### config.mk
export PLATFORM = sky130hd
export DESIGN_NAME = lzs_find
export DESIGN_NICKNAME = d
export VERILOG_FILES = /design/src/sv/lzs_pkg.sv /design/src/sv/lzs_find.sv
export SDC_FILE = /design/constraint.sdc
export NUM_CORES = 1
export LEC_CHECK = 0
export BUFFER_PORTS_ARGS = -buffer_cell sky130_fd_sc_hd__buf_2
export CORE_MARGIN = 5
export CORE_UTILIZATION = 41
export DETAILED_ROUTE_END_ITERATION = 6
export MAX_ROUTING_LAYER = met4
export PLACE_DENSITY = 0.76
export SYNTH_ARGS = -nofsm -noshare
export SYNTH_HDL_FRONTEND = slang
export SYNTH_SLANG_ARGS = --single-unit
### constraint.sdc
create_clock -name clk -period 2.3 [get_ports clk]
set_clock_uncertainty 0.1 [all_clocks]
set_input_delay 0.46 -clock clk [delete_from_list [all_inputs] [get_ports clk]]
set_output_delay 0.46 -clock clk [all_outputs]
set_load 0.02 [all_outputs]
### src/sv/lzs_pkg.sv
// ---------------------------------------------------------------------------
// lzs_pkg: shared types and constants for the layer z-order stack
// Sizes, opcode and status codes, FSM states and the shift command that is
// broadcast to the slot cells.
// ---------------------------------------------------------------------------
package lzs_pkg;

  localparam int NUM_LAYERS = 256;
  localparam int LAYER_W    = $clog2(NUM_LAYERS);
  localparam int HGT_W      = LAYER_W + 1;
  localparam int REQ_W      = 10;
  localparam int CLAMP_W    = ((HGT_W > REQ_W) ? HGT_W : REQ_W) + 1;

  // two-level lowest-set search: groups of GRP_SZ, then across groups
  localparam int GRP_SZ  = 16;
  localparam int GRP_W   = $clog2(GRP_SZ);
  localparam int NUM_GRP = (NUM_LAYERS + GRP_SZ - 1) / GRP_SZ;
  localparam int PAD_W   = NUM_GRP * GRP_SZ;

  localparam int IN_W  = 24;
  localparam int OUT_W = 32;

  localparam logic [1:0] FN_ALLOC = 2'd0;
  localparam logic [1:0] FN_SET   = 2'd1;
  localparam logic [1:0] FN_FREE  = 2'd2;

  localparam logic [1:0] STS_OK       = 2'd0;
  localparam logic [1:0] STS_NO_FREE  = 2'd1;
  localparam logic [1:0] STS_NOT_USED = 2'd2;

  typedef enum logic [1:0] {
    ST_IDLE,
    ST_LOOK,
    ST_CALC,
    ST_EXEC
  } lzs_state_t;

  // up: slots in (lo, hi] take their lower neighbor
  // dn: slots in [lo, hi) take their upper neighbor
  // ins: slot pos takes id
  typedef struct packed {
    logic               up;
    logic               dn;
    logic               ins;
    logic [LAYER_W-1:0] lo;
    logic [LAYER_W-1:0] hi;
    logic [LAYER_W-1:0] pos;
    logic [LAYER_W-1:0] id;
  } lzs_shift_t;

endpackage

### src/sv/lzs_find.sv
// ---------------------------------------------------------------------------
// lzs_find: lowest set bit search
// Group stage registered, group select combinational after it; result is
// valid in the cycle after the request vector.
// ---------------------------------------------------------------------------
module lzs_find (
  input  logic                              clk,
  input  logic [lzs_pkg::NUM_LAYERS-1:0]    req,
  output logic                              found,
  output logic [lzs_pkg::LAYER_W-1:0]       idx
);
  import lzs_pkg::*;

  logic [PAD_W-1:0]   req_pad;
  logic [NUM_GRP-1:0] grp_any_nxt, grp_any_r;
  logic [GRP_W-1:0]   grp_sub_nxt [NUM_GRP];
  logic [GRP_W-1:0]   grp_sub_r   [NUM_GRP];

  always_comb begin
    req_pad = '0;
    req_pad[NUM_LAYERS-1:0] = req;
    for (int g = 0; g < NUM_GRP; g++) begin
      grp_any_nxt[g] = |req_pad[g*GRP_SZ +: GRP_SZ];
      grp_sub_nxt[g] = '0;
      for (int s = GRP_SZ - 1; s >= 0; s--) begin
        if (req_pad[g*GRP_SZ + s]) begin
          grp_sub_nxt[g] = GRP_W'(s);
        end
      end
    end
  end

  always_ff @(posedge clk) begin
    grp_any_r <= grp_any_nxt;
    for (int g = 0; g < NUM_GRP; g++) begin
      grp_sub_r[g] <= grp_sub_nxt[g];
    end
  end

  always_comb begin
    found = 1'b0;
    idx   = '0;
    for (int g = NUM_GRP - 1; g >= 0; g--) begin
      if (grp_any_r[g]) begin
        found = 1'b1;
        idx   = LAYER_W'(g * GRP_SZ + int'(grp_sub_r[g]));
      end
    end
  end

endmodule

==> key figures <==
STA
  • Min Tclk post-route: 2.34 ns
  • Final setup vio count: 3
  • Setup total negative slack: -0.0507 ns
  • Final Hold Viols: 0
  • Slew @ Worst Pin: 0.572 ns
  • Final period util: 102%
  • Fmax achieved: 427 MHz
  • RSZ-0062 raised after global routing: true
  • Worst setup margin: -0.0406 ns
  • Slew Viols, Final: 0
  • Slew headroom: 61.5%

Finish
  • Nets: 1225
  • Ant diodes: 0
  • Multi-input gate area: 3130 um^2
  • Fin cells: 1116
  • Sequential Area: 1620 um^2
  • Fillcell total: 1088
  • Layout cells sized above 1: 33.1%
  • Layout area overhead: 41.3%

Clocking
  • CTS max path bufs: 2
  • # hold bufs at CTS: 0
  • Reg clk slew, reported paths: 0.06 ns
  • H-tree depth: 3
  • Cts bufs inserted: 9
  • Clock root buffer: clkbuf_16
  • CTS tree: built
  • # clock sinks: 80

Route
  • TritonRoute pass-1 iters: 5
  • Final WL: 15.6 mm
  • Via density: 5.29
  • Routed vias: 5908
  • Starting DRT DRC Count: 244
  • Drt drc: 0
  • Drt wl/cell: 14.0 um
  • Post-route antenna net violation count: 0

Global route
  • Tot GR Track Use: 21.3%
  • Initial antenna violation count: 0
  • Vias in the first global route: 5550
  • First-pass GRT wire length: 24.8 mm
  • Grt ovf: 0
  • Largest net degree at the start of global routing: 17

Die
  • Rows: 39
  • Top-Level Pins: 266
  • Core ar.: 11500 um^2
  • Initial core utilization: 42.3%
  • Die width: 119 um
  • Die ar.: 14200 um^2
  • Die Span Y: 119 um

Critical path
  • Req. time, crit path: 1.74 ns
  • Worst EP arrival: 1.78 ns
  • Critical Path End Type: primary output
  • Critical path peak fanout: 5
  • WS Path Type: flop to primary output
  • Setup crit start kind: flop

Synthesis
  • Syn_nets: 939
  • EDFF count, synth: 0
  • Seq/Total Area, Yosys: 32.9%
  • Synth cell types: 34
  • Synth area leader: dfxtp_1
  • Synth area leaders: dfxtp_1 33%, nor2_1 10%, a21oi_1 6.4%
  • Cell with the most instances after synthesis: nor2_1
  • Synthesized area per cell: 7.15 um^2
  • FFs w/ async S/R, synth: 0%
  • Synth Warn #: 0
  • Top cell type's share of synthesized area: 32.9%
  • Post-Syn Area: 4870 um^2
  • Post-Syn Instances: 682
  • Predominant post-synthesis flop cell: dfxtp_1
  • Synth cell count leaders: 135 x nor2_1, 80 x dfxtp_1, 62 x a21oi_1
  • Yosys reg bits: 80

Power and ir drop
  • Power Dens Cells: 507 nW/um^2
  • Pleak: 3.07 nW
  • Worst VDD drop: 0.347 mV

Flow run
  • Number of max-cap violations: 0

Status
  • Status: finished with violations
  • Failing checks: setup timing

Min path
  • HP Class: input pin to flop

Placement
  • Detailed Place HPWL: 13.2 mm
  • Port Buffer Count: 265
  • Placer congestion estimate: 0.953
  • DP Cell Count: 1093
-- metal layers --
layer  GRT usage [%]  share of wire, %
met5               -                 0
met2            36.1                47
met1            26.5                45
met4            5.36               1.7
met3            3.46               6.1
-- metrics by stage --
step	power, W	instance area (um^2)	worst slack, ns	util, %	hold slack, ns
after floorplan	0.00171	4870	0.211	-	0.436
after CTS	0.00352	6820	-0.0190	59.2	0.197
after detailed placement	0.00207	6400	0.196	55.6	0.556
final	0.00349	6890	-0.0406	59.8	0.203
after global routing	0.00367	6890	-0.139	59.8	0.201
after global placement	0.00207	6400	0.176	55.6	0.558
-- layout by cell type, fill, tap and decap left out, types with 2 or more instances in the layout --
cell / instances
a221oi_2: 10
a31oi_1: 3
inv_1: 57
o31ai_1: 16
inv_6: 2
o21ai_0: 3
a21oi_1: 62
a22oi_1: 4
dfxtp_1: 74
nor3_1: 34
or2_4: 3
nand2_1: 53
dfxtp_4: 4
nor2_1: 134
inv_8: 2
o21bai_1: 17
o22ai_1: 2
o31a_1: 32
nor2b_4: 2
clkbuf_16: 9
o21ai_1: 4
a221o_1: 2
o311ai_1: 3
nand3_1: 34
dfxtp_2: 2
a21boi_0: 16
buf_2: 260
o221ai_1: 8
a211oi_1: 33
nand2b_1: 17
buf_4: 17
nor4_1: 33
nor2b_1: 7
-- area by class of cell --
class | instances | share of cell area, %
repair buffers | 277 | 20.7
inverters | 57 | 3.11
clock inverters | 7 | 1.25
clock buffers | 9 | 3.27
multi-input cells | 543 | 45.5
well taps | 143 | 2.60
flip-flops and latches | 80 | 23.5
-- cells by family (layout without fill, tap and decap cells) --
logic type	after synthesis	count (layout)	synth area share, %
flops	80	80	32.9
simple gates	325	325	30.6
compound gates	218	218	31.8
buf+inv	59	350	4.72
-- state kept, by name, summed over array words and instances (netlist names) --
register / cells
grp_any_r: 16
grp_sub_r: 64
-- critical path, stage by stage, from the launching register on --
cell and delay (ns):
dfxtp_4 0.39, nor2b_4 0.19, nor3_2 0.05, a2111oi_2 0.37, nor4_1 0.10, nor3_1 0.18, buf_4 0.17
-- repair_timing --
| item | CTS | global route |
|---|---|---|
| gates resized for setup | 27 | 10 |
| setup buffers | 3 | 4 |
| pin swaps | 7 | 9 |
| setup endpoints to repair | 8 | 7 |
-- where the power goes --
part	leakage [nW]	total, W	switching [W]	internal (W)
clock	0.150	0.00145	0.000588	0.000864
combinational	2.27	0.000593	0.000301	0.000292
sequential	0.654	0.00145	0.0000220	0.00143
-- worst paths after layout --
check	start	end	slack, ns	depth (start not counted)
setup / recovery	grp_any_r[11]	idx[4]	-0.04	6
hold / removal	req[208]	grp_sub_r[1][21]	0.20	2
No activity file was read; power rests on OpenSTA's default activity.
