===== src/sv/lzs_pkg.sv =====
// ---------------------------------------------------------------------------
// lzs_pkg: shared types and constants for the layer z-order stack
// Sizes, opcode and status codes, FSM states and the shift command that is
// broadcast to the slot cells.
// ---------------------------------------------------------------------------
package lzs_pkg;

  localparam int NUM_LAYERS = 256;
  localparam int LAYER_W    = $clog2(NUM_LAYERS);
  localparam int HGT_W      = LAYER_W + 1;
  localparam int REQ_W      = 10;
  localparam int CLAMP_W    = ((HGT_W > REQ_W) ? HGT_W : REQ_W) + 1;

  // two-level lowest-set search: groups of GRP_SZ, then across groups
  localparam int GRP_SZ  = 16;
  localparam int GRP_W   = $clog2(GRP_SZ);
  localparam int NUM_GRP = (NUM_LAYERS + GRP_SZ - 1) / GRP_SZ;
  localparam int PAD_W   = NUM_GRP * GRP_SZ;

  localparam int IN_W  = 24;
  localparam int OUT_W = 32;

  localparam logic [1:0] FN_ALLOC = 2'd0;
  localparam logic [1:0] FN_SET   = 2'd1;
  localparam logic [1:0] FN_FREE  = 2'd2;

  localparam logic [1:0] STS_OK       = 2'd0;
  localparam logic [1:0] STS_NO_FREE  = 2'd1;
  localparam logic [1:0] STS_NOT_USED = 2'd2;

  typedef enum logic [1:0] {
    ST_IDLE,
    ST_LOOK,
    ST_CALC,
    ST_EXEC
  } lzs_state_t;

  // up: slots in (lo, hi] take their lower neighbor
  // dn: slots in [lo, hi) take their upper neighbor
  // ins: slot pos takes id
  typedef struct packed {
    logic               up;
    logic               dn;
    logic               ins;
    logic [LAYER_W-1:0] lo;
    logic [LAYER_W-1:0] hi;
    logic [LAYER_W-1:0] pos;
    logic [LAYER_W-1:0] id;
  } lzs_shift_t;

endpackage


===== src/sv/lzs_cell.sv =====
// ---------------------------------------------------------------------------
// lzs_cell: one slot of the stack
// Holds the layer shown at its height, shifts from a neighbor or loads the
// inserted layer, and flags a match against the looked-up layer.
// ---------------------------------------------------------------------------
module lzs_cell (
  input  logic                               clk,
  input  logic [lzs_pkg::LAYER_W-1:0]        slot_idx,
  input  logic                               go,
  input  lzs_pkg::lzs_shift_t                ctl,
  input  logic signed [lzs_pkg::HGT_W-1:0]   top,
  input  logic [lzs_pkg::LAYER_W-1:0]        left_id,
  input  logic [lzs_pkg::LAYER_W-1:0]        right_id,
  input  logic [lzs_pkg::LAYER_W-1:0]        lookup_id,
  output logic [lzs_pkg::LAYER_W-1:0]        slot_id,
  output logic                               hit
);
  import lzs_pkg::*;

  logic [LAYER_W-1:0] slot_r, slot_nxt;
  logic               take_left, take_right, put_here, shown;

  always_comb begin
    take_left  = ctl.up && (slot_idx > ctl.lo) && (slot_idx <= ctl.hi);
    take_right = ctl.dn && (slot_idx >= ctl.lo) && (slot_idx < ctl.hi);
    put_here   = ctl.ins && (slot_idx == ctl.pos);
    slot_nxt   = slot_r;
    if (go) begin
      if (put_here) begin
        slot_nxt = ctl.id;
      end else if (take_left) begin
        slot_nxt = left_id;
      end else if (take_right) begin
        slot_nxt = right_id;
      end
    end
  end

  always_ff @(posedge clk) begin
    slot_r <= slot_nxt;
  end

  // slots above top hold stale ids
  assign shown   = !top[HGT_W-1] && (slot_idx <= top[LAYER_W-1:0]);
  assign hit     = shown && (slot_r == lookup_id);
  assign slot_id = slot_r;

endmodule


===== config.mk =====
export PLATFORM = sky130hd
export DESIGN_NAME = lzs_cell
export DESIGN_NICKNAME = d
export VERILOG_FILES = /design/src/sv/lzs_pkg.sv /design/src/sv/lzs_cell.sv
export SDC_FILE = /design/constraint.sdc
export NUM_CORES = 1
export LEC_CHECK = 0
export BUFFER_PORTS_ARGS = -buffer_cell sky130_fd_sc_hd__buf_2
export CAP_MARGIN = 20
export CORE_UTILIZATION = 30
export DETAILED_ROUTE_END_ITERATION = 8
export PLACE_DENSITY = 0.71
export SETUP_SLACK_MARGIN = 0.4
export SYNTH_ARGS = -nofsm -noshare
export SYNTH_HDL_FRONTEND = slang
export SYNTH_SLANG_ARGS = --single-unit

===== constraint.sdc =====
create_clock -name clk -period 5.5 [get_ports clk]
set_input_delay 0.825 -clock clk [delete_from_list [all_inputs] [get_ports clk]]
set_output_delay 0.825 -clock clk [all_outputs]
set_load 0.005 [all_outputs]

==> qor.csv, run 1 <==
stage,metric,value,unit
synthesis,YS warnings,0,
placement,Placer Congestion,0.797,
synthesis,post-synth top area cell,ha_1,
sta,final hold vios,0,
cts,clk slew on worst S/H paths,0.04,ns
final_layout,post-layout util,44.4,%
final_layout,Final nets,345,
synthesis,Syn Nets,256,
worst_setup_path,Critical Path AT,2.40,ns
synthesis,"FFs w/ async S/R, synth",0,%
cts,# hold bufs at CTS,0,
die,die span in x,67.0,um
route,drt drc,0,
route,Wirelength per Cell,12.2,um
cts,post-cts sizing count,0,
synthesis,sequential fraction of the synthesis area,18.9,%
grt,largest net degree at the start of global routing,10,
placement,Setup WS pre-CTS,2.25,ns
cts,CTS tree,done,
sta,achievable frequency,311,MHz
placement,count of buffers from port buffering,86,
pwr,Pwr Density,146,nW/um^2
sta,setup ws final,2.28,ns
synthesis,synthesized cell area,1270,um^2
grt,first-pass GRT wire length,5.55,mm
status,status,finished clean,
route,Iter 0 DRT Violations,38,
pwr,Leakage,0.925,nW
final_layout,Largest register FFs,8,
final_layout,Area Growth Syn to Fin,40.9,%
worst_setup_path,crit end category,output pin,
synthesis,count of cell types in the netlist,33,
synthesis,area share of the largest cell type after synthesis,23.7,%
grt,GRT overflow,0,
placement,DP Wirelength,3.15,mm
route,Pre-antenna DRT Iters,3,
cts,number of buffers created by CTS,3,
min_path,min-delay worst type,in2reg,
cts,clk buf depth,2,
grt,initial antenna violation count,0,
die,# IOs,87,
grt,GRT Overall Usage,16.3,%
sta,actual slew at the worst max-slew pin,0.861,ns
synthesis,"Top FF cell, synth",edfxtp_1,
synthesis,syn avg cell area,8.24,um^2
cts,clk root buf,clkbuf_8,
sta,setup violators final,0,
final_layout,"commonest non-fill, non-tap cell in the layout",buf_2,
synthesis,"FF+latch count, synth",8,
route,ANT nets after route,0,
pwr,peak supply drop,0.0621,mV
worst_setup_path,element type at the critical path start,primary input,
final_layout,share of cells above drive strength 1,39.4,%
final_layout,most frequent cells in the layout,"86 x buf_2, 24 x ha_1, 22 x inv_1",
grt,vias in the first global route,1253,
synthesis,top post-synthesis cells by area,"ha_1 24%, edfxtp_1 19%, xnor2_1 7.6%",
cts,CTS sink cnt,8,
die,Core ar.,4030,um^2
die,Die Y-Extent,67.0,um
sta,final period demand of the worst path,3.22,ns
cts,setup bufs post-CTS,0,
sta,fin crit share,58.5,%
sta,TNS Setup,0,ns
final_layout,n_diodes,0,
worst_setup_path,critical path required time,4.68,ns
die,row cnt,23,
sta,RSZ-0062 raised after global routing,false,
synthesis,number of synthesized flops with an enable pin,8,
worst_setup_path,Crit Path Class,in2out,
route,via count,1369,
sta,relative slew slack,42.1,%
synthesis,Syn Inst Count,154,
route,WL final,3.54,mm
job,Max Cap Viol,0,
die,DIE AREA,4490,um^2
die,initial core utilization,31.5,%
cts,H-tree Lvls,1,
worst_setup_path,critical path peak fanout,4,
route,DR vias/cell,4.70,
sta,Final Max Slew Viols,0,
area by class of cell:
type	count	area [um^2]
sequential	8	240
clock buffer	3	41.3
multi-input combinational	122	931
fill	452	2240
timing repair buffer	86	430
inverter	22	82.6
tap	50	62.6
worst paths after layout:
check | startpoint | end | slack, ns | depth (start not counted)
setup / recovery | slot_idx[1] | hit | 2.28 | 9
hold / removal | ctl[7] | slot_id[7] | 0.93 | 3
critical path, cell delays in order:
cell and delay, ns:
buf_2 0.13, ha_1 0.29, nor2b_1 0.13, o21ai_0 0.15, nand2b_1 0.09, a21oi_1 0.15
o21ai_0 0.11, a2111oi_0 0.34, buf_2 0.18
kinds of logic (layout without fill, tap and decap cells):
logic type / count (synthesis) / after routing / share of synthesized area [%]
XOR/XNOR: 16 / 16 / 11.0
flip-flops: 8 / 8 / 18.9
buffers and inverters: 24 / 111 / 7.69
AND/OR/NAND/NOR: 36 / 36 / 14.9
AO/OA/AOI/OAI: 46 / 46 / 23.8
adder cells (fa/ha/maj): 24 / 24 / 23.7
report_power, final:
part	switching (mW)	total [mW]	internal, mW
Sequential	0.00351	0.0792	0.0757
Combinational	0.0561	0.113	0.0573
Clock	0.0210	0.0682	0.0472
Total	0.0806	0.261	0.180
layer usage:
layer  GRT usage (%)  share of wire [%]  vias to the layer above
met5               0                  0                        -
met4            3.99                  0                        0
met3            1.71                3.9                        0
met2            28.5                 51                       33
met1            21.1                 46                      593
li1                -                  -                      743
metrics by stage:
stage | area [um^2] | hold slack, ns | power [mW] | instances
2_1_floorplan | 1270 | 1.05 | 0.143 | 154
3_3_place_gp | 1750 | 1.16 | 0.191 | 288
3_5_place_dp | 1750 | 1.16 | 0.194 | 288
4_1_cts | 1790 | 0.933 | 0.263 | 291
5_1_grt | 1790 | 0.931 | 0.282 | 291
6_report | 1790 | 0.932 | 0.261 | 291
cells in the mapped netlist (all sizes together), types with 3 or more instances:
master,n
ha,24
inv,22
a21oi,16
nor2,11
o21ai,11
xnor2,11
a41oi,8
edfxtp,8
nand4,8
xor2,5
nand2,4
a21o,3
nor2b,3
Power figures use the tool's default switching activity.
==> run 2, diff against run 1 <==
ABC_AREA = 1   (was unset)
PLACE_DENSITY = 0.69   (was 0.71)
clock period = 3.36 ns   (was 5.5 ns; I/O delays follow)
==> run 2 against run 1 <==
The run now ends with design-rule violations left. Setup slack got worse by 1.1 ns. Critical endpoint unchanged. Cell area grew 9.1%. First-iteration DRC count up 45%. Synthesized cell count is 45% higher. Sequential share of layout area shrank 1.1 points. Synthesized area up 11%. Die area grew 11%. Largest cell class unchanged.
==> qor.csv, run 2 <==
stage,metric,value,unit
status,status,"complete, but fails checks",
placement,Setup WS pre-CTS,1.05,ns
min_path,min-delay worst type,in2reg,
final_layout,Fill cells,499,
final_layout,most frequent cells in the layout,"86 x buf_2, 60 x nand2_1, 57 x inv_1",
final_layout,"commonest non-fill, non-tap cell in the layout",buf_2,
die,DIE AREA,4990,um^2
final_layout,Largest register FFs,8,
synthesis,syn avg cell area,6.34,um^2
die,Die Y-Extent,70.7,um
synthesis,YS warnings,0,
synthesis,largest family of logic cells by synthesized area,simple AND/OR/NAND/NOR gates,
cts,CTS tree,done,
worst_setup_path,element type at the critical path start,primary input,
final_layout,n_diodes,0,
route,Pre-antenna DRT Iters,8,
die,row cnt,24,
grt,largest net degree at the start of global routing,11,
placement,DP Wirelength,3.23,mm
sta,final hold vios,0,
synthesis,compound-gate portion of the synthesized area,9.38,%
route,WL final,3.55,mm
sta,relative slew slack,81.7,%
synthesis,Commonest cells post-synth,"60 x nand2_1, 57 x inv_1, 24 x ha_1",
cts,clk slew on worst S/H paths,0.04,ns
pwr,Pwr Density,224,nW/um^2
grt,initial antenna violation count,0,
route,ANT nets after route,0,
cts,post-cts sizing count,0,
placement,count of buffers from port buffering,86,
synthesis,Syn Inst Count,223,
worst_setup_path,Worst path top cell family by delay,simple AND/OR/NAND/NOR gates,
sta,final period demand of the worst path,2.19,ns
synthesis,count of cell types in the netlist,24,
grt,vias in the first global route,1404,
pwr,peak supply drop,0.0836,mV
sta,fin crit share,65.2,%
cts,H-tree Lvls,1,
synthesis,area share of fa/ha/maj cells after synthesis,21.2,%
final_layout,Final nets,416,
pwr,total power,437,uW
job,Max Cap Viol,0,
worst_setup_path,Crit Path Class,in2out,
sta,setup ws final,1.17,ns
route,via count,1545,
status,violated checks,design-rule violations,
cts,number of buffers created by CTS,3,
synthesis,number of synthesized flops with an enable pin,8,
cts,CTS sink cnt,8,
synthesis,"Top FF cell, synth",edfxtp_1,
sta,TNS Setup,0,ns
placement,Placer Congestion,0.881,
die,Core ar.,4440,um^2
route,drt drc,12,
worst_setup_path,Critical Path AT,1.69,ns
worst_setup_path,critical path peak fanout,4,
sta,actual slew at the worst max-slew pin,0.274,ns
sta,achievable frequency,457,MHz
worst_setup_path,worst path cell trace,"buf_2, ha_1, nand2_1, nor2_1, nand3_1, o21ai_0, nand2_1, inv_1, buf_2",
synthesis,post-synthesis mux area share,0,%
grt,GRT overflow,0,
synthesis,simple logic cell fraction of the synthesized area,33.9,%
synthesis,synthesized cell area,1410,um^2
cts,clk root buf,clkbuf_8,
cts,# hold bufs at CTS,0,
cts,setup bufs post-CTS,0,
worst_setup_path,critical path required time,2.86,ns
synthesis,sequential fraction of the synthesis area,17.0,%
synthesis,"FFs w/ async S/R, synth",0,%
route,Wirelength per Cell,9.76,um
synthesis,Syn Nets,325,
synthesis,"FF+latch count, synth",8,
route,DR vias/cell,4.24,
route,Iter 0 DRT Violations,55,
synthesis,area share of the largest cell type after synthesis,21.2,%
sta,Final Max Slew Viols,0,
synthesis,post-synth top area cell,ha_1,
pwr,Leakage,1.24,nW
die,# IOs,87,
worst_setup_path,Crit path buffers/inverters,3,
sta,RSZ-0062 raised after global routing,false,
grt,GRT Overall Usage,14.4,%
worst_setup_path,Worst path max stage delay,0.29,ns
cts,clk buf depth,2,
final_layout,Area Growth Syn to Fin,38.0,%
worst_setup_path,crit end category,output pin,
worst_setup_path,CP max-delay cell,ha_1,
synthesis,xor and xnor area share after synthesis,3.10,%
synthesis,"count leader, synth",nand2_1,
grt,first-pass GRT wire length,5.91,mm
die,initial core utilization,31.8,%
die,die span in x,70.7,um
sta,setup violators final,0,
synthesis,top post-synthesis cells by area,"ha_1 21%, edfxtp_1 17%, nand2_1 16%",
final_layout,share of cells above drive strength 1,32.4,%
run 2: changes by cell type after synthesis, sizes merged, moves of 2 or more:
cell / before / now
xor2: 5 / 2
nand4: 8 / 2
nand3: 2 / 24
nand2: 4 / 63
o21ai: 11 / 3
o22ai: 1 / 3
nor2b: 3 / 0
buf: 2 / 0
xnor2: 11 / 3
nor2: 11 / 14
a21oi: 16 / 12
or2: 2 / 4
a41oi: 8 / 0
inv: 22 / 58
run 2: tightest hold or removal path, cell delays in order:
cell	delay (ns)
buf_2	0.07
nand2_1	0.04
nand2_1	0.05
run 2: cell families (layout without fill, tap and decap cells):
| logic type | Yosys count | count (layout) |
|---|---|---|
| and+or+nand+nor | 107 | 107 |
| AOI/OAI and AO/OA | 21 | 21 |
| buffers and inverters | 58 | 147 |
| DFF | 8 | 8 |
| xor gates and xnor gates | 5 | 5 |
| adders and majority gates | 24 | 24 |
run 2: per-layer routing:
metal | global-route usage (%) | vias to the layer above | part of all wire [%]
met5 | 0 | - | 0
li1 | - | 878 | -
met2 | 23.6 | 39 | 45
met1 | 20.5 | 626 | 49
met3 | 1.42 | 2 | 5.0
met4 | 3.33 | 0 | 0.59
run 2: final timing paths:
kind | startpoint | endpoint | slack [ns] | depth (start not counted)
max | slot_idx[7] | hit | 1.17 | 9
min | ctl[3] | slot_id[3] | 0.55 | 3
run 2: where the power goes:
part / total [mW] / internal, mW / leakage (nW) / switching [mW]
clock: 0.112 / 0.0773 / 0.0216 / 0.0347
combinational: 0.196 / 0.0924 / 1.14 / 0.103
sequential: 0.129 / 0.124 / 0.0742 / 0.00559
total: 0.437 / 0.294 / 1.24 / 0.143
run 2: cell type report:
class	count	area (um^2)	area share [%]
Clock buffer	3	41.3	2.12
Timing Repair Buffer	86	430	22.1
Sequential cell	8	240	12.3
Multi-Input combinational cell	157	956	49.0
Inverter	58	218	11.2
Tap cell	52	65.1	3.34
run 2: per-stage QoR:
stage	std cells	hold WS [ns]	cell area, um^2	util [%]
6_report	364	0.549	1950	43.9
5_1_grt	364	0.564	1950	43.9
4_1_cts	364	0.552	1950	43.9
3_5_place_dp	361	0.783	1910	43.0
3_3_place_gp	361	0.786	1910	43.0
2_1_floorplan	223	0.690	1410	-
